[src/sv/deadline_task_queue_defines.svh]
// Assertion macros shared by the deadline task queue modules.
`ifndef DEADLINE_TASK_QUEUE_DEFINES_SVH
`define DEADLINE_TASK_QUEUE_DEFINES_SVH

// Same-cycle implication, checked outside reset.
`define DTQ_ASSERT_IMPL(label, clk, rst_n, ante, cons) \
  label: assert property (@(posedge clk) disable iff (!rst_n) (ante) |-> (cons)) \
    else $error("dtq assertion failed");

// Next-cycle implication, checked outside reset.
`define DTQ_ASSERT_NEXT(label, clk, rst_n, ante, cons) \
  label: assert property (@(posedge clk) disable iff (!rst_n) (ante) |=> (cons)) \
    else $error("dtq assertion failed");

`endif

[src/sv/dtq_pkg.sv]
// Shared types, codes and control structs of the deadline task queue.
package dtq_pkg;

  localparam int ACT_W  = 2;
  localparam int ID_W   = 16;
  localparam int TIME_W = 32;
  localparam int KIND_W = 2;

  typedef logic [ACT_W-1:0]  act_t;
  typedef logic [KIND_W-1:0] kind_t;

  localparam act_t ACT_POST     = 2'd0;
  localparam act_t ACT_CANCEL   = 2'd1;
  localparam act_t ACT_TICK     = 2'd2;
  localparam act_t ACT_SHUTDOWN = 2'd3;

  localparam kind_t KIND_ACCEPT  = 2'd0;
  localparam kind_t KIND_REJECT  = 2'd1;
  localparam kind_t KIND_RELEASE = 2'd2;

  typedef struct packed {
    logic load_req;
    logic scan_start;
    logic scan_run;
    logic rm_rd;
    logic rm_wr;
    logic rm_best;
    logic post_wr;
    logic hold_load;
    logic hold_clear;
    logic out_load;
    logic out_resp;
    logic out_last;
    logic clear_all;
    logic set_shut;
  } cmd_t;

  typedef struct packed {
    act_t act;
    logic drop;
    logic ok;
    logic due;
    logic hold_v;
    logic scan_done;
    logic out_free;
  } sts_t;

endpackage

[src/sv/dtq_ifs.sv]
// Request and result channel interfaces of the deadline task queue.
interface dtq_in_if;
  import dtq_pkg::*;
  logic              valid;
  logic              ready;
  logic [ACT_W-1:0]  action;
  logic [ID_W-1:0]   task_id;
  logic [TIME_W-1:0] deadline;
  logic [TIME_W-1:0] now_time;
  logic              drop_pending;

  modport source (output valid, action, task_id, deadline, now_time, drop_pending,
                  input ready);
  modport sink (input valid, action, task_id, deadline, now_time, drop_pending,
                output ready);
endinterface

interface dtq_out_if;
  import dtq_pkg::*;
  logic              valid;
  logic              ready;
  logic [KIND_W-1:0] kind;
  logic [ID_W-1:0]   task_id_res;
  logic              last;

  modport source (output valid, kind, task_id_res, last, input ready);
  modport sink (input valid, kind, task_id_res, last, output ready);
endinterface

[src/sv/dtq_dp.sv]
// Datapath: task store, scan compare, request, hold and result registers.
`include "deadline_task_queue_defines.svh"

module dtq_dp #(
  parameter int CAPACITY  = 16,
  parameter int TIME_BITS = 32,
  parameter int ID_BITS   = 16
) (
  input  logic                      clk,
  input  logic                      rst_n,
  input  dtq_pkg::cmd_t             cmd,
  output dtq_pkg::sts_t             sts,
  input  logic [dtq_pkg::ACT_W-1:0]  in_action,
  input  logic [dtq_pkg::ID_W-1:0]   in_task_id,
  input  logic [dtq_pkg::TIME_W-1:0] in_deadline,
  input  logic [dtq_pkg::TIME_W-1:0] in_now_time,
  input  logic                      in_drop_pending,
  input  logic                      out_ready,
  output logic                      out_valid,
  output logic [dtq_pkg::KIND_W-1:0] out_kind,
  output logic [dtq_pkg::ID_W-1:0]   out_task_id_res,
  output logic                      out_last
);
  import dtq_pkg::*;

  localparam int IDX_W = (CAPACITY > 1) ? $clog2(CAPACITY) : 1;
  localparam int CNT_W = $clog2(CAPACITY + 1);

  logic [TIME_BITS-1:0] mem_dl [CAPACITY];
  logic [ID_BITS-1:0]   mem_id [CAPACITY];

  act_t                 act_r;
  logic [ID_BITS-1:0]   id_r;
  logic [TIME_BITS-1:0] dl_r;
  logic [TIME_BITS-1:0] now_r;
  logic                 drop_r;

  logic [CNT_W-1:0]     count_r;
  logic                 shut_r;

  logic [CNT_W-1:0]     rd_ptr_r;
  logic                 cmp_v_r;
  logic [IDX_W-1:0]     cmp_slot_r;
  logic [TIME_BITS-1:0] rd_dl_r;
  logic [ID_BITS-1:0]   rd_id_r;

  logic                 found_r;
  logic [IDX_W-1:0]     found_slot_r;
  logic                 best_v_r;
  logic [TIME_BITS-1:0] best_dl_r;
  logic [ID_BITS-1:0]   best_id_r;
  logic [IDX_W-1:0]     best_slot_r;

  logic                 hold_v_r;
  logic [ID_BITS-1:0]   hold_id_r;

  logic                 out_valid_r;
  kind_t                out_kind_r;
  logic [ID_W-1:0]      out_id_r;
  logic                 out_last_r;

  logic [CNT_W-1:0]     cnt_m1;
  logic [IDX_W-1:0]     rd_addr;
  logic                 issue;
  logic                 better;
  logic                 full;
  logic                 ok;
  logic                 we;
  logic [IDX_W-1:0]     wa;
  logic [TIME_BITS-1:0] wd_dl;
  logic [ID_BITS-1:0]   wd_id;
  logic [IDX_W-1:0]     rm_slot;
  logic                 out_free;

  assign cnt_m1  = count_r - CNT_W'(1);
  assign issue   = cmd.scan_run && (rd_ptr_r < count_r);
  assign rd_addr = cmd.rm_rd ? cnt_m1[IDX_W-1:0] : rd_ptr_r[IDX_W-1:0];
  assign better  = !best_v_r || (rd_dl_r < best_dl_r) ||
                   ((rd_dl_r == best_dl_r) && (rd_id_r < best_id_r));
  assign full    = (count_r == CNT_W'(CAPACITY));
  assign ok      = (act_r == ACT_POST) ? (!shut_r && !found_r && !full)
                                       : (!shut_r && found_r);
  assign rm_slot = cmd.rm_best ? best_slot_r : found_slot_r;
  assign we      = cmd.rm_wr || cmd.post_wr;
  assign wa      = cmd.rm_wr ? rm_slot : count_r[IDX_W-1:0];
  assign wd_dl   = cmd.rm_wr ? rd_dl_r : dl_r;
  assign wd_id   = cmd.rm_wr ? rd_id_r : id_r;
  assign out_free = !out_valid_r || out_ready;

  // Task store with one write port and a registered read port.
  always_ff @(posedge clk) begin
    if (we) begin
      mem_dl[wa] <= wd_dl;
      mem_id[wa] <= wd_id;
    end
    rd_dl_r <= mem_dl[rd_addr];
    rd_id_r <= mem_id[rd_addr];
  end

  always_ff @(posedge clk) begin
    if (cmd.load_req) begin
      act_r  <= in_action;
      id_r   <= ID_BITS'(in_task_id);
      dl_r   <= TIME_BITS'(in_deadline);
      now_r  <= TIME_BITS'(in_now_time);
      drop_r <= in_drop_pending;
    end
  end

  always_ff @(posedge clk) begin
    if (!rst_n) begin
      count_r <= '0;
      shut_r  <= 1'b0;
    end else begin
      if (cmd.clear_all) begin
        count_r <= '0;
      end else if (cmd.rm_wr) begin
        count_r <= cnt_m1;
      end else if (cmd.post_wr) begin
        count_r <= count_r + CNT_W'(1);
      end
      if (cmd.clear_all || cmd.set_shut) begin
        shut_r <= 1'b1;
      end
    end
  end

  // Scan: one read issued per cycle, compared the cycle after.
  always_ff @(posedge clk) begin
    if (!rst_n) begin
      rd_ptr_r <= '0;
      cmp_v_r  <= 1'b0;
      found_r  <= 1'b0;
      best_v_r <= 1'b0;
    end else if (cmd.scan_start) begin
      rd_ptr_r <= '0;
      cmp_v_r  <= 1'b0;
      found_r  <= 1'b0;
      best_v_r <= 1'b0;
    end else begin
      cmp_v_r <= issue;
      if (issue) begin
        rd_ptr_r <= rd_ptr_r + CNT_W'(1);
      end
      if (cmp_v_r) begin
        if (rd_id_r == id_r) begin
          found_r <= 1'b1;
        end
        if (better) begin
          best_v_r <= 1'b1;
        end
      end
    end
  end

  always_ff @(posedge clk) begin
    cmp_slot_r <= rd_ptr_r[IDX_W-1:0];
    if (cmp_v_r && !cmd.scan_start) begin
      if (rd_id_r == id_r) begin
        found_slot_r <= cmp_slot_r;
      end
      if (better) begin
        best_dl_r   <= rd_dl_r;
        best_id_r   <= rd_id_r;
        best_slot_r <= cmp_slot_r;
      end
    end
  end

  // The held release waits until we know whether another task follows it.
  always_ff @(posedge clk) begin
    if (!rst_n) begin
      hold_v_r <= 1'b0;
    end else if (cmd.hold_load) begin
      hold_v_r <= 1'b1;
    end else if (cmd.hold_clear) begin
      hold_v_r <= 1'b0;
    end
  end

  always_ff @(posedge clk) begin
    if (cmd.hold_load) begin
      hold_id_r <= best_id_r;
    end
  end

  always_ff @(posedge clk) begin
    if (!rst_n) begin
      out_valid_r <= 1'b0;
    end else if (cmd.out_load) begin
      out_valid_r <= 1'b1;
    end else if (out_ready) begin
      out_valid_r <= 1'b0;
    end
  end

  always_ff @(posedge clk) begin
    if (cmd.out_load) begin
      if (cmd.out_resp) begin
        out_kind_r <= ok ? KIND_ACCEPT : KIND_REJECT;
        out_id_r   <= ID_W'(id_r);
      end else begin
        out_kind_r <= KIND_RELEASE;
        out_id_r   <= ID_W'(hold_id_r);
      end
      out_last_r <= cmd.out_last;
    end
  end

  assign out_valid       = out_valid_r;
  assign out_kind        = out_kind_r;
  assign out_task_id_res = out_id_r;
  assign out_last        = out_last_r;

  always_comb begin
    sts.act       = act_r;
    sts.drop      = drop_r;
    sts.ok        = ok;
    sts.due       = best_v_r && ((act_r == ACT_SHUTDOWN) || (best_dl_r < now_r));
    sts.hold_v    = hold_v_r;
    sts.scan_done = !(rd_ptr_r < count_r) && !cmp_v_r;
    sts.out_free  = out_free;
  end

  `DTQ_ASSERT_IMPL(a_count_bound, clk, rst_n, 1'b1, count_r <= CNT_W'(CAPACITY))
  `DTQ_ASSERT_IMPL(a_post_room, clk, rst_n, cmd.post_wr, count_r < CNT_W'(CAPACITY))
  `DTQ_ASSERT_IMPL(a_remove_nonempty, clk, rst_n, cmd.rm_wr, count_r != '0)
  `DTQ_ASSERT_NEXT(a_shut_sticky, clk, rst_n, shut_r, shut_r)

endmodule

[src/sv/dtq_ctrl.sv]
// Controller state machine that sequences scans, removals and results.
`include "deadline_task_queue_defines.svh"

module dtq_ctrl (
  input  logic          clk,
  input  logic          rst_n,
  input  logic          in_valid,
  output logic          in_ready,
  input  dtq_pkg::sts_t sts,
  output dtq_pkg::cmd_t cmd
);
  import dtq_pkg::*;

  typedef enum logic [7:0] {
    S_IDLE    = 8'b0000_0001,
    S_SCAN    = 8'b0000_0010,
    S_DECIDE  = 8'b0000_0100,
    S_MV_RD   = 8'b0000_1000,
    S_MV_WR   = 8'b0001_0000,
    S_RESP    = 8'b0010_0000,
    S_REL_OUT = 8'b0100_0000,
    S_FIN_OUT = 8'b1000_0000
  } state_t;

  state_t state_r;
  state_t state_nxt;

  always_ff @(posedge clk) begin
    if (!rst_n) begin
      state_r <= S_IDLE;
    end else begin
      state_r <= state_nxt;
    end
  end

  always_comb begin
    cmd       = '0;
    in_ready  = 1'b0;
    state_nxt = state_r;
    case (state_r)
      S_IDLE: begin
        in_ready = 1'b1;
        if (in_valid) begin
          cmd.load_req   = 1'b1;
          cmd.scan_start = 1'b1;
          state_nxt      = S_SCAN;
        end
      end
      S_SCAN: begin
        cmd.scan_run = 1'b1;
        if (sts.scan_done) begin
          state_nxt = S_DECIDE;
        end
      end
      S_DECIDE: begin
        case (sts.act)
          ACT_POST: begin
            state_nxt = S_RESP;
          end
          ACT_CANCEL: begin
            state_nxt = sts.ok ? S_MV_RD : S_RESP;
          end
          default: begin
            if ((sts.act == ACT_SHUTDOWN) && sts.drop) begin
              cmd.clear_all = 1'b1;
              state_nxt     = S_IDLE;
            end else if (sts.due) begin
              if (sts.hold_v) begin
                state_nxt = S_REL_OUT;
              end else begin
                cmd.hold_load = 1'b1;
                state_nxt     = S_MV_RD;
              end
            end else if (sts.hold_v) begin
              state_nxt = S_FIN_OUT;
            end else begin
              cmd.set_shut = (sts.act == ACT_SHUTDOWN);
              state_nxt    = S_IDLE;
            end
          end
        endcase
      end
      S_MV_RD: begin
        cmd.rm_rd = 1'b1;
        state_nxt = S_MV_WR;
      end
      S_MV_WR: begin
        cmd.rm_wr   = 1'b1;
        cmd.rm_best = (sts.act != ACT_CANCEL);
        if (sts.act == ACT_CANCEL) begin
          state_nxt = S_RESP;
        end else begin
          cmd.scan_start = 1'b1;
          state_nxt      = S_SCAN;
        end
      end
      S_RESP: begin
        if (sts.out_free) begin
          cmd.out_load = 1'b1;
          cmd.out_resp = 1'b1;
          cmd.out_last = 1'b1;
          cmd.post_wr  = (sts.act == ACT_POST) && sts.ok;
          state_nxt    = S_IDLE;
        end
      end
      S_REL_OUT: begin
        // Another task is due, so the held one is not the final release.
        if (sts.out_free) begin
          cmd.out_load  = 1'b1;
          cmd.hold_load = 1'b1;
          state_nxt     = S_MV_RD;
        end
      end
      S_FIN_OUT: begin
        if (sts.out_free) begin
          cmd.out_load   = 1'b1;
          cmd.out_last   = 1'b1;
          cmd.hold_clear = 1'b1;
          cmd.set_shut   = (sts.act == ACT_SHUTDOWN);
          state_nxt      = S_IDLE;
        end
      end
      default: begin
        state_nxt = S_IDLE;
      end
    endcase
  end

  `DTQ_ASSERT_IMPL(a_load_when_free, clk, rst_n, cmd.out_load, sts.out_free)
  `DTQ_ASSERT_IMPL(a_idle_no_hold, clk, rst_n, state_r == S_IDLE, !sts.hold_v)

endmodule

[src/sv/deadline_task_queue.sv]
// Top level of the deadline task queue: controller plus datapath.
//
//   channel   direction  payload
//   in_req    sink       action, task_id, deadline, now_time, drop_pending
//   out_res   source     kind, task_id_res, last
//
// With N tasks pending, a post or cancel scans all N stored entries before
// it answers; a tick or flushing shutdown rescans for each released task.
// Each scan reads the task store, with one write and one registered read port,
// one entry per cycle. Reset clears the task count and the shutdown flag;
// the store contents are left undefined and need no clearing pass. A stalled
// result output holds the block in the state that loads its next result.
module deadline_task_queue #(
  parameter int CAPACITY  = 16,
  parameter int TIME_BITS = 32,
  parameter int ID_BITS   = 16
) (
  input logic      clk,
  input logic      rst_n,
  dtq_in_if.sink   in_req,
  dtq_out_if.source out_res
);
  import dtq_pkg::*;

  cmd_t cmd;
  sts_t sts;

  dtq_ctrl u_ctrl (
    .clk      (clk),
    .rst_n    (rst_n),
    .in_valid (in_req.valid),
    .in_ready (in_req.ready),
    .sts      (sts),
    .cmd      (cmd)
  );

  dtq_dp #(
    .CAPACITY  (CAPACITY),
    .TIME_BITS (TIME_BITS),
    .ID_BITS   (ID_BITS)
  ) u_dp (
    .clk             (clk),
    .rst_n           (rst_n),
    .cmd             (cmd),
    .sts             (sts),
    .in_action       (in_req.action),
    .in_task_id      (in_req.task_id),
    .in_deadline     (in_req.deadline),
    .in_now_time     (in_req.now_time),
    .in_drop_pending (in_req.drop_pending),
    .out_ready       (out_res.ready),
    .out_valid       (out_res.valid),
    .out_kind        (out_res.kind),
    .out_task_id_res (out_res.task_id_res),
    .out_last        (out_res.last)
  );

endmodule
[src/flat_wrapper.sv]
// flat-port wrapper written by rule: the top's interface ports become plain ports
module deadline_task_queue_flat import dtq_pkg::*;
#(
  parameter int CAPACITY  = 16,
  parameter int TIME_BITS = 32,
  parameter int ID_BITS   = 16
)
  (clk, rst_n, in_req_valid, in_req_action, in_req_task_id, in_req_deadline, in_req_now_time, in_req_drop_pending, in_req_ready, out_res_valid, out_res_kind, out_res_task_id_res, out_res_last, out_res_ready);
  dtq_in_if in_req_i ();
  dtq_out_if out_res_i ();
  input logic clk;
  input logic rst_n;
  input wire logic [$bits(in_req_i.valid)-1:0] in_req_valid;
  input wire logic [$bits(in_req_i.action)-1:0] in_req_action;
  input wire logic [$bits(in_req_i.task_id)-1:0] in_req_task_id;
  input wire logic [$bits(in_req_i.deadline)-1:0] in_req_deadline;
  input wire logic [$bits(in_req_i.now_time)-1:0] in_req_now_time;
  input wire logic [$bits(in_req_i.drop_pending)-1:0] in_req_drop_pending;
  output wire logic [$bits(in_req_i.ready)-1:0] in_req_ready;
  output wire logic [$bits(out_res_i.valid)-1:0] out_res_valid;
  output wire logic [$bits(out_res_i.kind)-1:0] out_res_kind;
  output wire logic [$bits(out_res_i.task_id_res)-1:0] out_res_task_id_res;
  output wire logic [$bits(out_res_i.last)-1:0] out_res_last;
  input wire logic [$bits(out_res_i.ready)-1:0] out_res_ready;
  assign in_req_i.valid = in_req_valid;
  assign in_req_i.action = in_req_action;
  assign in_req_i.task_id = in_req_task_id;
  assign in_req_i.deadline = in_req_deadline;
  assign in_req_i.now_time = in_req_now_time;
  assign in_req_i.drop_pending = in_req_drop_pending;
  assign in_req_ready = in_req_i.ready;
  assign out_res_valid = out_res_i.valid;
  assign out_res_kind = out_res_i.kind;
  assign out_res_task_id_res = out_res_i.task_id_res;
  assign out_res_last = out_res_i.last;
  assign out_res_i.ready = out_res_ready;
  deadline_task_queue #(.CAPACITY(CAPACITY), .TIME_BITS(TIME_BITS), .ID_BITS(ID_BITS)) u_core (.clk(clk), .rst_n(rst_n), .in_req(in_req_i), .out_res(out_res_i));
endmodule
[config.mk]
export PLATFORM = sky130hd
export DESIGN_NAME = deadline_task_queue_flat
export DESIGN_NICKNAME = d
export VERILOG_FILES = /design/src/sv/dtq_pkg.sv /design/src/sv/dtq_ifs.sv /design/src/sv/dtq_dp.sv /design/src/sv/dtq_ctrl.sv /design/src/sv/deadline_task_queue.sv /design/src/flat_wrapper.sv
export VERILOG_INCLUDE_DIRS = /design/src /design/src/sv
export SDC_FILE = /design/constraint.sdc
export NUM_CORES = 1
export LEC_CHECK = 0
export ABC_AREA = 1
export ABC_CLOCK_PERIOD_IN_PS = 7500
export BUFFER_PORTS_ARGS = -buffer_cell sky130_fd_sc_hd__buf_2
export CAP_MARGIN = 10
export CORE_MARGIN = 10
export CORE_UTILIZATION = 54
export CTS_CLUSTER_DIAMETER = 50
export CTS_CLUSTER_SIZE = 20
export DETAILED_ROUTE_END_ITERATION = 7
export GPL_TIMING_DRIVEN = 0
export PLACE_DENSITY_LB_ADDON = 0.05
export SYNTH_ARGS = -nofsm -noshare
export SYNTH_HDL_FRONTEND = slang
export SYNTH_SLANG_ARGS = --single-unit
[constraint.sdc]
create_clock -name clk -period 7.5 [get_ports clk]
set_clock_uncertainty 0.2 [all_clocks]
set_input_delay 1.125 -clock clk [delete_from_list [all_inputs] [get_ports clk]]
set_output_delay 1.125 -clock clk [all_outputs]
set_load 0.005 [all_outputs]
# After elaboration in Yosys (flattened, before gate mapping)
# Memory sizes are Yosys's and may differ from the RTL's. A register that Yosys moved wholly into a read port is not among the register bits.
# Index checks and enable logic that the tools add are counted.
# classes
n_eq_ne,18
add_sub_neg,3
n_bitwise,1
n_mux,58
n_lt_le_gt_ge,4
reduce_logical,37
# op_table
op,count
$lt A32 B32 Y1,2
$mux W8,7
$pmux W8 S7,1
$eq A32 B32 Y1,1
$mux W16,2
$mux W32,1
$mux W1,28
$eq A16 B16 Y1,1
$lt A16 B16 Y1,1
$pmux W8 S2,1
$mux W4,3
$mux W6,2
$add A5 B1 Y5 const B,2
$logic_and A1 B1 Y1,10
$mux W5,2
$eq A8 B1 Y1 const B,1
$eq A8 B2 Y1 const B,1
$eq A8 B3 Y1 const B,1
$eq A8 B4 Y1 const B,1
$eq A8 B5 Y1 const B,1
$eq A8 B6 Y1 const B,1
$eq A8 B7 Y1 const B,1
$eq A8 B8 Y1 const B,1
$logic_not A1 Y1,8
other kinds (19),41
# totals
input_bits,87
wordCells,146
out_inout_bits,21
reg_bits,202
mem_bits_rw,768
memories,2
# mem_list
name,words,word_bits,read_ports,rd_clocked_by_memory_dff,wr,line,source
u_core.u_dp.mem_dl,16,32,1,1,1,dtq_dp.sv:29,logic [TIME_BITS-1:0] mem_dl [CAPACITY];
u_core.u_dp.mem_id,16,16,1,1,1,dtq_dp.sv:30,logic [ID_BITS-1:0] mem_id [CAPACITY];

# Logic depth before layout (Yosys ltp)
# logic_depth
ltp_word,10
mapped_depth,20
depth_no_buf,20

# Cells and area by module
# Synthesis repeated with hierarchy kept, for this count alone.
# unflattened
cells_unflattened,3211
area_unflattened_um2,40884.2
# by_module_without_submodules
mod,n_inst,area_per_inst_um2,seq_area_each_um2,cells_each
dtq_dp,1,40116.0,29648.4,3079
dtq_ctrl,1,768.2,160.2,132

# Worst setup path after synthesis
# OpenSTA, ideal clock, no wires.
# synth_timing
kind,input to register
start,input port in_req_valid
end,"register u_core.u_dp.act_r[0], enable pin"
required_ns,6.775
path_stages,2
path_slack_ns,2.143
n_path_buf,0
setup_time_ns,0.525
arrival_time_ns,4.631
cell_sequence,inv_1 -> nor2_1
# synth_rtl
element,line,source
start: declaration,flat_wrapper.sv:13,input wire logic [$bits(in_req_i.valid)-1:0] in_req_valid;
end signal: assignment,dtq_dp.sv:102,act_r <= in_action;
end: declaration,dtq_dp.sv:32,act_t act_r;

# Final worst setup path
# layout_timing
start,register u_core.u_dp.count_r[0]
end,"memory u_core.u_dp.mem_dl[12][13], enable pin"
# layout_between
elab_chain_cells,10
elab_cells_between_ends,11
cone_classes,eq/ne: 1; mux: 6; reduce/logical: 4
# layout_lines
element,line,source
start: declaration,dtq_dp.sv:38,logic [CNT_W-1:0] count_r;
start signal: assignment,dtq_dp.sv:118,count_r <= cnt_m1;
start signal: assignment,dtq_dp.sv:120,count_r <= count_r + CNT_W'(1);
$eq A5 B5 Y1,dtq_dp.sv:80,assign full = (count_r == CNT_W'(CAPACITY));
$logic_not A1 Y1,dtq_dp.sv:81,assign ok = (act_r == ACT_POST) ? (!shut_r && !found_r && !full)
$logic_and A1 B1 Y1,dtq_dp.sv:81,
$mux W1,dtq_dp.sv:81,
$logic_and A1 B1 Y1,dtq_ctrl.sv:102,cmd.post_wr = (sts.act == ACT_POST) && sts.ok;
$mux W1,dtq_ctrl.sv:98,if (sts.out_free) begin
$mux W1,dtq_ctrl.sv:40,case (state_r)
$logic_or A1 B1 Y1,dtq_dp.sv:84,assign we = cmd.rm_wr || cmd.post_wr;
$mux W1,dtq_dp.sv:92,if (we) begin
$mux W1 (not written as such),dtq_dp.sv:93,mem_dl[wa] <= wd_dl;
end: declaration,dtq_dp.sv:29,
# Several ways; a longest one is shown, not always the timed one.

==> summary.json <==
{
  "worst_setup_path": {
    "rr_worst_depth": 13,
    "crit_required_ps": 7690,
    "critical_path.top_delay_family": "simple AND/OR/NAND/NOR gates",
    "worst-setup-path-type": "flip-flop to flip-flop",
    "startpoint_class": "flip-flop",
    "regToRegStartpoint": "u_core.u_dp.count_r[0]$_SDFFE_PP0P_",
    "critical_path.slowest_cell": "nor2_4",
    "timing.reg2reg.setup_slack_ps": 3270,
    "worst-path-max-fanout": 16,
    "slowest_delay_ps": 690,
    "cp_data_arrival_time_ps": 4420,
    "worst-path-buf-inv": 5,
    "critical_path.endpoint_type": "flip-flop",
    "crit_cells": 13,
    "worstPathCellList": "inv_1, ha_1, nand4_1, nand3_1, a21oi_1, nand3_1, nand2_1, buf_2, nand3_1, nor2_4, buf_16, buf_16, buf_16",
    "worst_r2r_endpoint": "u_core.u_dp.mem_dl[12][13]$_DFFE_PP_"
  },
  "placement": {
    "globalplace.congestion": 0.8751,
    "hpwlAfterDp_mm": 84.45,
    "portBuffers": 107,
    "postPlaceCellArea_um2": 43220,
    "worst_slack_at_placement_ps": 3145,
    "placedCellCount": 4203
  },
  "logic_synthesis": {
    "synth_largest_type_area_fraction_pct": 69.90,
    "synth_cell_type_count": 43,
    "synth_edf_count": 942,
    "ys.flop_type": "edfxtp_1",
    "ys_seq_elements": 1018,
    "syn_nets": 3256,
    "synth.area.top_cells": "edfxtp_1 70%, o21ai_0 4.8%, nor2_1 4.2%, dfxtp_1 3.8%, o221ai_1 3.1%",
    "asyncSetResetFlopFracSynth_pct": 0,
    "synth.top_cells.by_count": "942 x edfxtp_1, 448 x nor2_1, 388 x o21ai_0",
    "synth_cells": 3084,
    "yosysWarnings": 0,
    "synth_seq_area_share_pct": 73.66,
    "yosysTopAreaCell": "edfxtp_1",
    "synth.most_common_cell": "edfxtp_1",
    "synth_area_um2": 40470,
    "avgSynthCellArea_um2": 13.12
  },
  "cells_and_area": {
    "areaGrowthSynthToFinish_pct": 15.90,
    "fin_area_um2": 46910,
    "antenna_cells": 0,
    "final_layout_size_suffix_gt1_share_pct": 14.43,
    "register_area_um2": 29810,
    "area_occupied_by_multi_input_gates_um2": 9364,
    "filler_cell_count": 5621,
    "finalNetCount": 3515,
    "finalNonFillerCells": 4406
  },
  "global_route": {
    "via_count_of_the_first_global_routing_pass": 26970,
    "antenna_violations_before_repair": 3,
    "grt_max_degree": 37,
    "grt_pass1_wl_mm": 180.8,
    "grt_overflow_total": 0,
    "grt_use_total_pct": 28.79
  },
  "sta": {
    "timing_worst_slew_pin_value_ps": 1455,
    "period_share_pct": 56.45,
    "max_freq_ghz": 0.2362,
    "final_period_minus_worst_setup_slack_ps": 4234,
    "setup_viol": 0,
    "grt_setup_unrepaired": "no",
    "slew_headroom_pct": 2.991,
    "timing_hold_violations_final": 0,
    "final_critical_path_setup_slack_ps": 3266,
    "drv_slew": 0
  },
  "cts": {
    "clk_pin_slew_ps": 70,
    "worst_skew_pair.late_latency_ps": 690,
    "cts_tree": "built",
    "cts.sink_count": 1018,
    "cts_resized": 0,
    "cts_made_buffers": 107,
    "ctsLongestPathBuffers": 3,
    "cts-root-buf": "clkbuf_16",
    "htree_num_levels": 3,
    "postCtsSetupRepairBufs": 0,
    "ctsHoldBuffers": 0
  },
  "floorplanning": {
    "die_width_um": 293.8,
    "io_pins": 108,
    "core.rowCount": 100,
    "initial_utilization_pct": 54.45,
    "design.core.area_um2": 74320,
    "die_height_um": 293.8,
    "design.die.area_um2": 86290
  },
  "status": {
    "violations_in_the_final_reports": "design-rule violations",
    "run_status": "finished with violations"
  },
  "route": {
    "drt-vias-per-instance": 6.251,
    "num_vias": 27540,
    "drt_iter0_markers": 3678,
    "dr.pass1.iters": 8,
    "drt-total-wl_mm": 125.9,
    "postRouteAntennaNets": 0,
    "post-route-drc-count": 1,
    "wl_per_cell_um": 28.57
  },
  "worst_hold_path": {
    "hold_end": "u_core.u_dp.cmp_slot_r[3]$_DFF_P_",
    "hold-path-cell-count": 0,
    "worst_hold_startpoint": "u_core.u_dp.rd_ptr_r[3]$_SDFFE_PP0P_",
    "hp-class": "flip-flop to flip-flop"
  },
  "power_and_ir_drop": {
    "power_leakage_nw": 16.60,
    "pwr_density_cell_nw_per_um2": 259.2,
    "ir_worst_vdd_mv": 0.2361
  },
  "flow_run": {
    "maxCapViolations": 0
  }
}
==> worst max-delay path by stage <==
stage / from / endpoint
3_3_place_gp: out_res_ready / u_core.u_dp.mem_dl[4][20]$_DFFE_PP_
3_5_place_dp: out_res_ready / u_core.u_dp.mem_dl[15][21]$_DFFE_PP_
4_1_cts: u_core.u_dp.count_r[0]$_SDFFE_PP0P_ / u_core.u_dp.mem_dl[12][13]$_DFFE_PP_
5_1_grt: u_core.u_dp.count_r[0]$_SDFFE_PP0P_ / u_core.u_dp.mem_dl[12][1]$_DFFE_PP_
6_report: u_core.u_dp.count_r[0]$_SDFFE_PP0P_ / u_core.u_dp.mem_dl[12][13]$_DFFE_PP_
2_1_floorplan: in_req_valid / u_core.u_dp.act_r[0]$_DFFE_PP_
==> placed cells by master, fill, tap and decap left out, drive strengths merged, types with 11 or more instances in the layout <==
| cell type | synthesis | routed |
|---|---|---|
| clkinv | 1 | 34 |
| nand2 | 323 | 323 |
| inv | 165 | 215 |
| buf | 112 | 262 |
| ha | 85 | 85 |
| nor2 | 451 | 451 |
| o21ai | 421 | 421 |
| o22ai | 58 | 58 |
| nor3 | 14 | 14 |
| nand3 | 73 | 73 |
| edfxtp | 942 | 942 |
| a21oi | 56 | 56 |
| dfxtp | 76 | 76 |
| o211ai | 55 | 55 |
| o221ai | 142 | 142 |
| nand4 | 11 | 11 |
| clkbuf | 61 | 171 |
==> kinds of logic (layout without fill, tap and decap cells) <==
kind of cell	count (synthesis)	after routing	share of synthesized area, %
AOI/OAI and AO/OA	750	750	11.27
xor gates and xnor gates	13	13	0.2814
adders and majority gates	85	85	2.628
buffers and inverters	339	692	3.518
DFF	1018	1018	73.66
and+or+nand+nor	879	879	8.642
==> registers in the layout (all words and copies together), names as in the netlist, 8 cells and up <==
register and cells:
u_core.u_ctrl.state_r 8, u_core.u_dp.best_dl_r 32, u_core.u_dp.best_id_r 16, u_core.u_dp.dl_r 32
u_core.u_dp.hold_id_r 16, u_core.u_dp.id_r 16, u_core.u_dp.mem_dl 512, u_core.u_dp.mem_id 256
u_core.u_dp.now_r 32, u_core.u_dp.out_task_id_res 16, u_core.u_dp.rd_dl_r 32, u_core.u_dp.rd_id_r 16
==> metrics by stage <==
| stage | hold WS, ps | setup TNS, ps | util (%) | total power [mW] |
|---|---|---|---|---|
| floorplan | 167.4 | 0 | - | 6.678 |
| global placement | 183.4 | -233840 | 56.80 | 6.830 |
| detailed placement | 196.3 | 0 | 58.15 | 6.851 |
| CTS | 212.7 | 0 | 63.11 | 12.19 |
| global route | 220.9 | 0 | 63.11 | 12.45 |
| finish | 211.9 | 0 | 63.11 | 12.16 |
==> cell type report <==
type / instances / share of cell area, %
sequential: 1018 / 63.55
multi-input combinational: 1727 / 19.96
clock buffer: 110 / 5.823
timing repair buffer: 150 / 3.004
tap: 969 / 2.585
clock inverter: 93 / 2.038
buffer: 173 / 1.707
inverter: 166 / 1.328
==> layer usage <==
layer	share of wire [%]	wire length (um)	GRT usage, %
met1	39	48930	39.28
met2	46	57440	45.04
met3	12	14890	6.478
met4	3.7	4596	10.47
met5	0.021	27	0
==> power by group <==
| group | switching, mW | internal, mW | leakage [nW] | total [mW] |
|---|---|---|---|---|
| combinational | 0.274 | 0.0758 | 5.68 | 0.350 |
| sequential | 0.0336 | 6.35 | 9.14 | 6.38 |
| clock | 2.57 | 2.86 | 1.78 | 5.43 |
| total | 2.87 | 9.29 | 16.6 | 12.2 |
==> worst reg2reg max path: stages, from the launching register on <==
cell     delay [ps]
dfxtp_1         440
inv_1           150
ha_1            260
nand4_1         140
nand3_1          80
a21oi_1         320
nand3_1         280
nand2_1         140
buf_2           240
nand3_1         370
nor2_4          690
buf_16          240
buf_16          190
buf_16          190
Note: power is estimated with default switching activity, not from simulation.
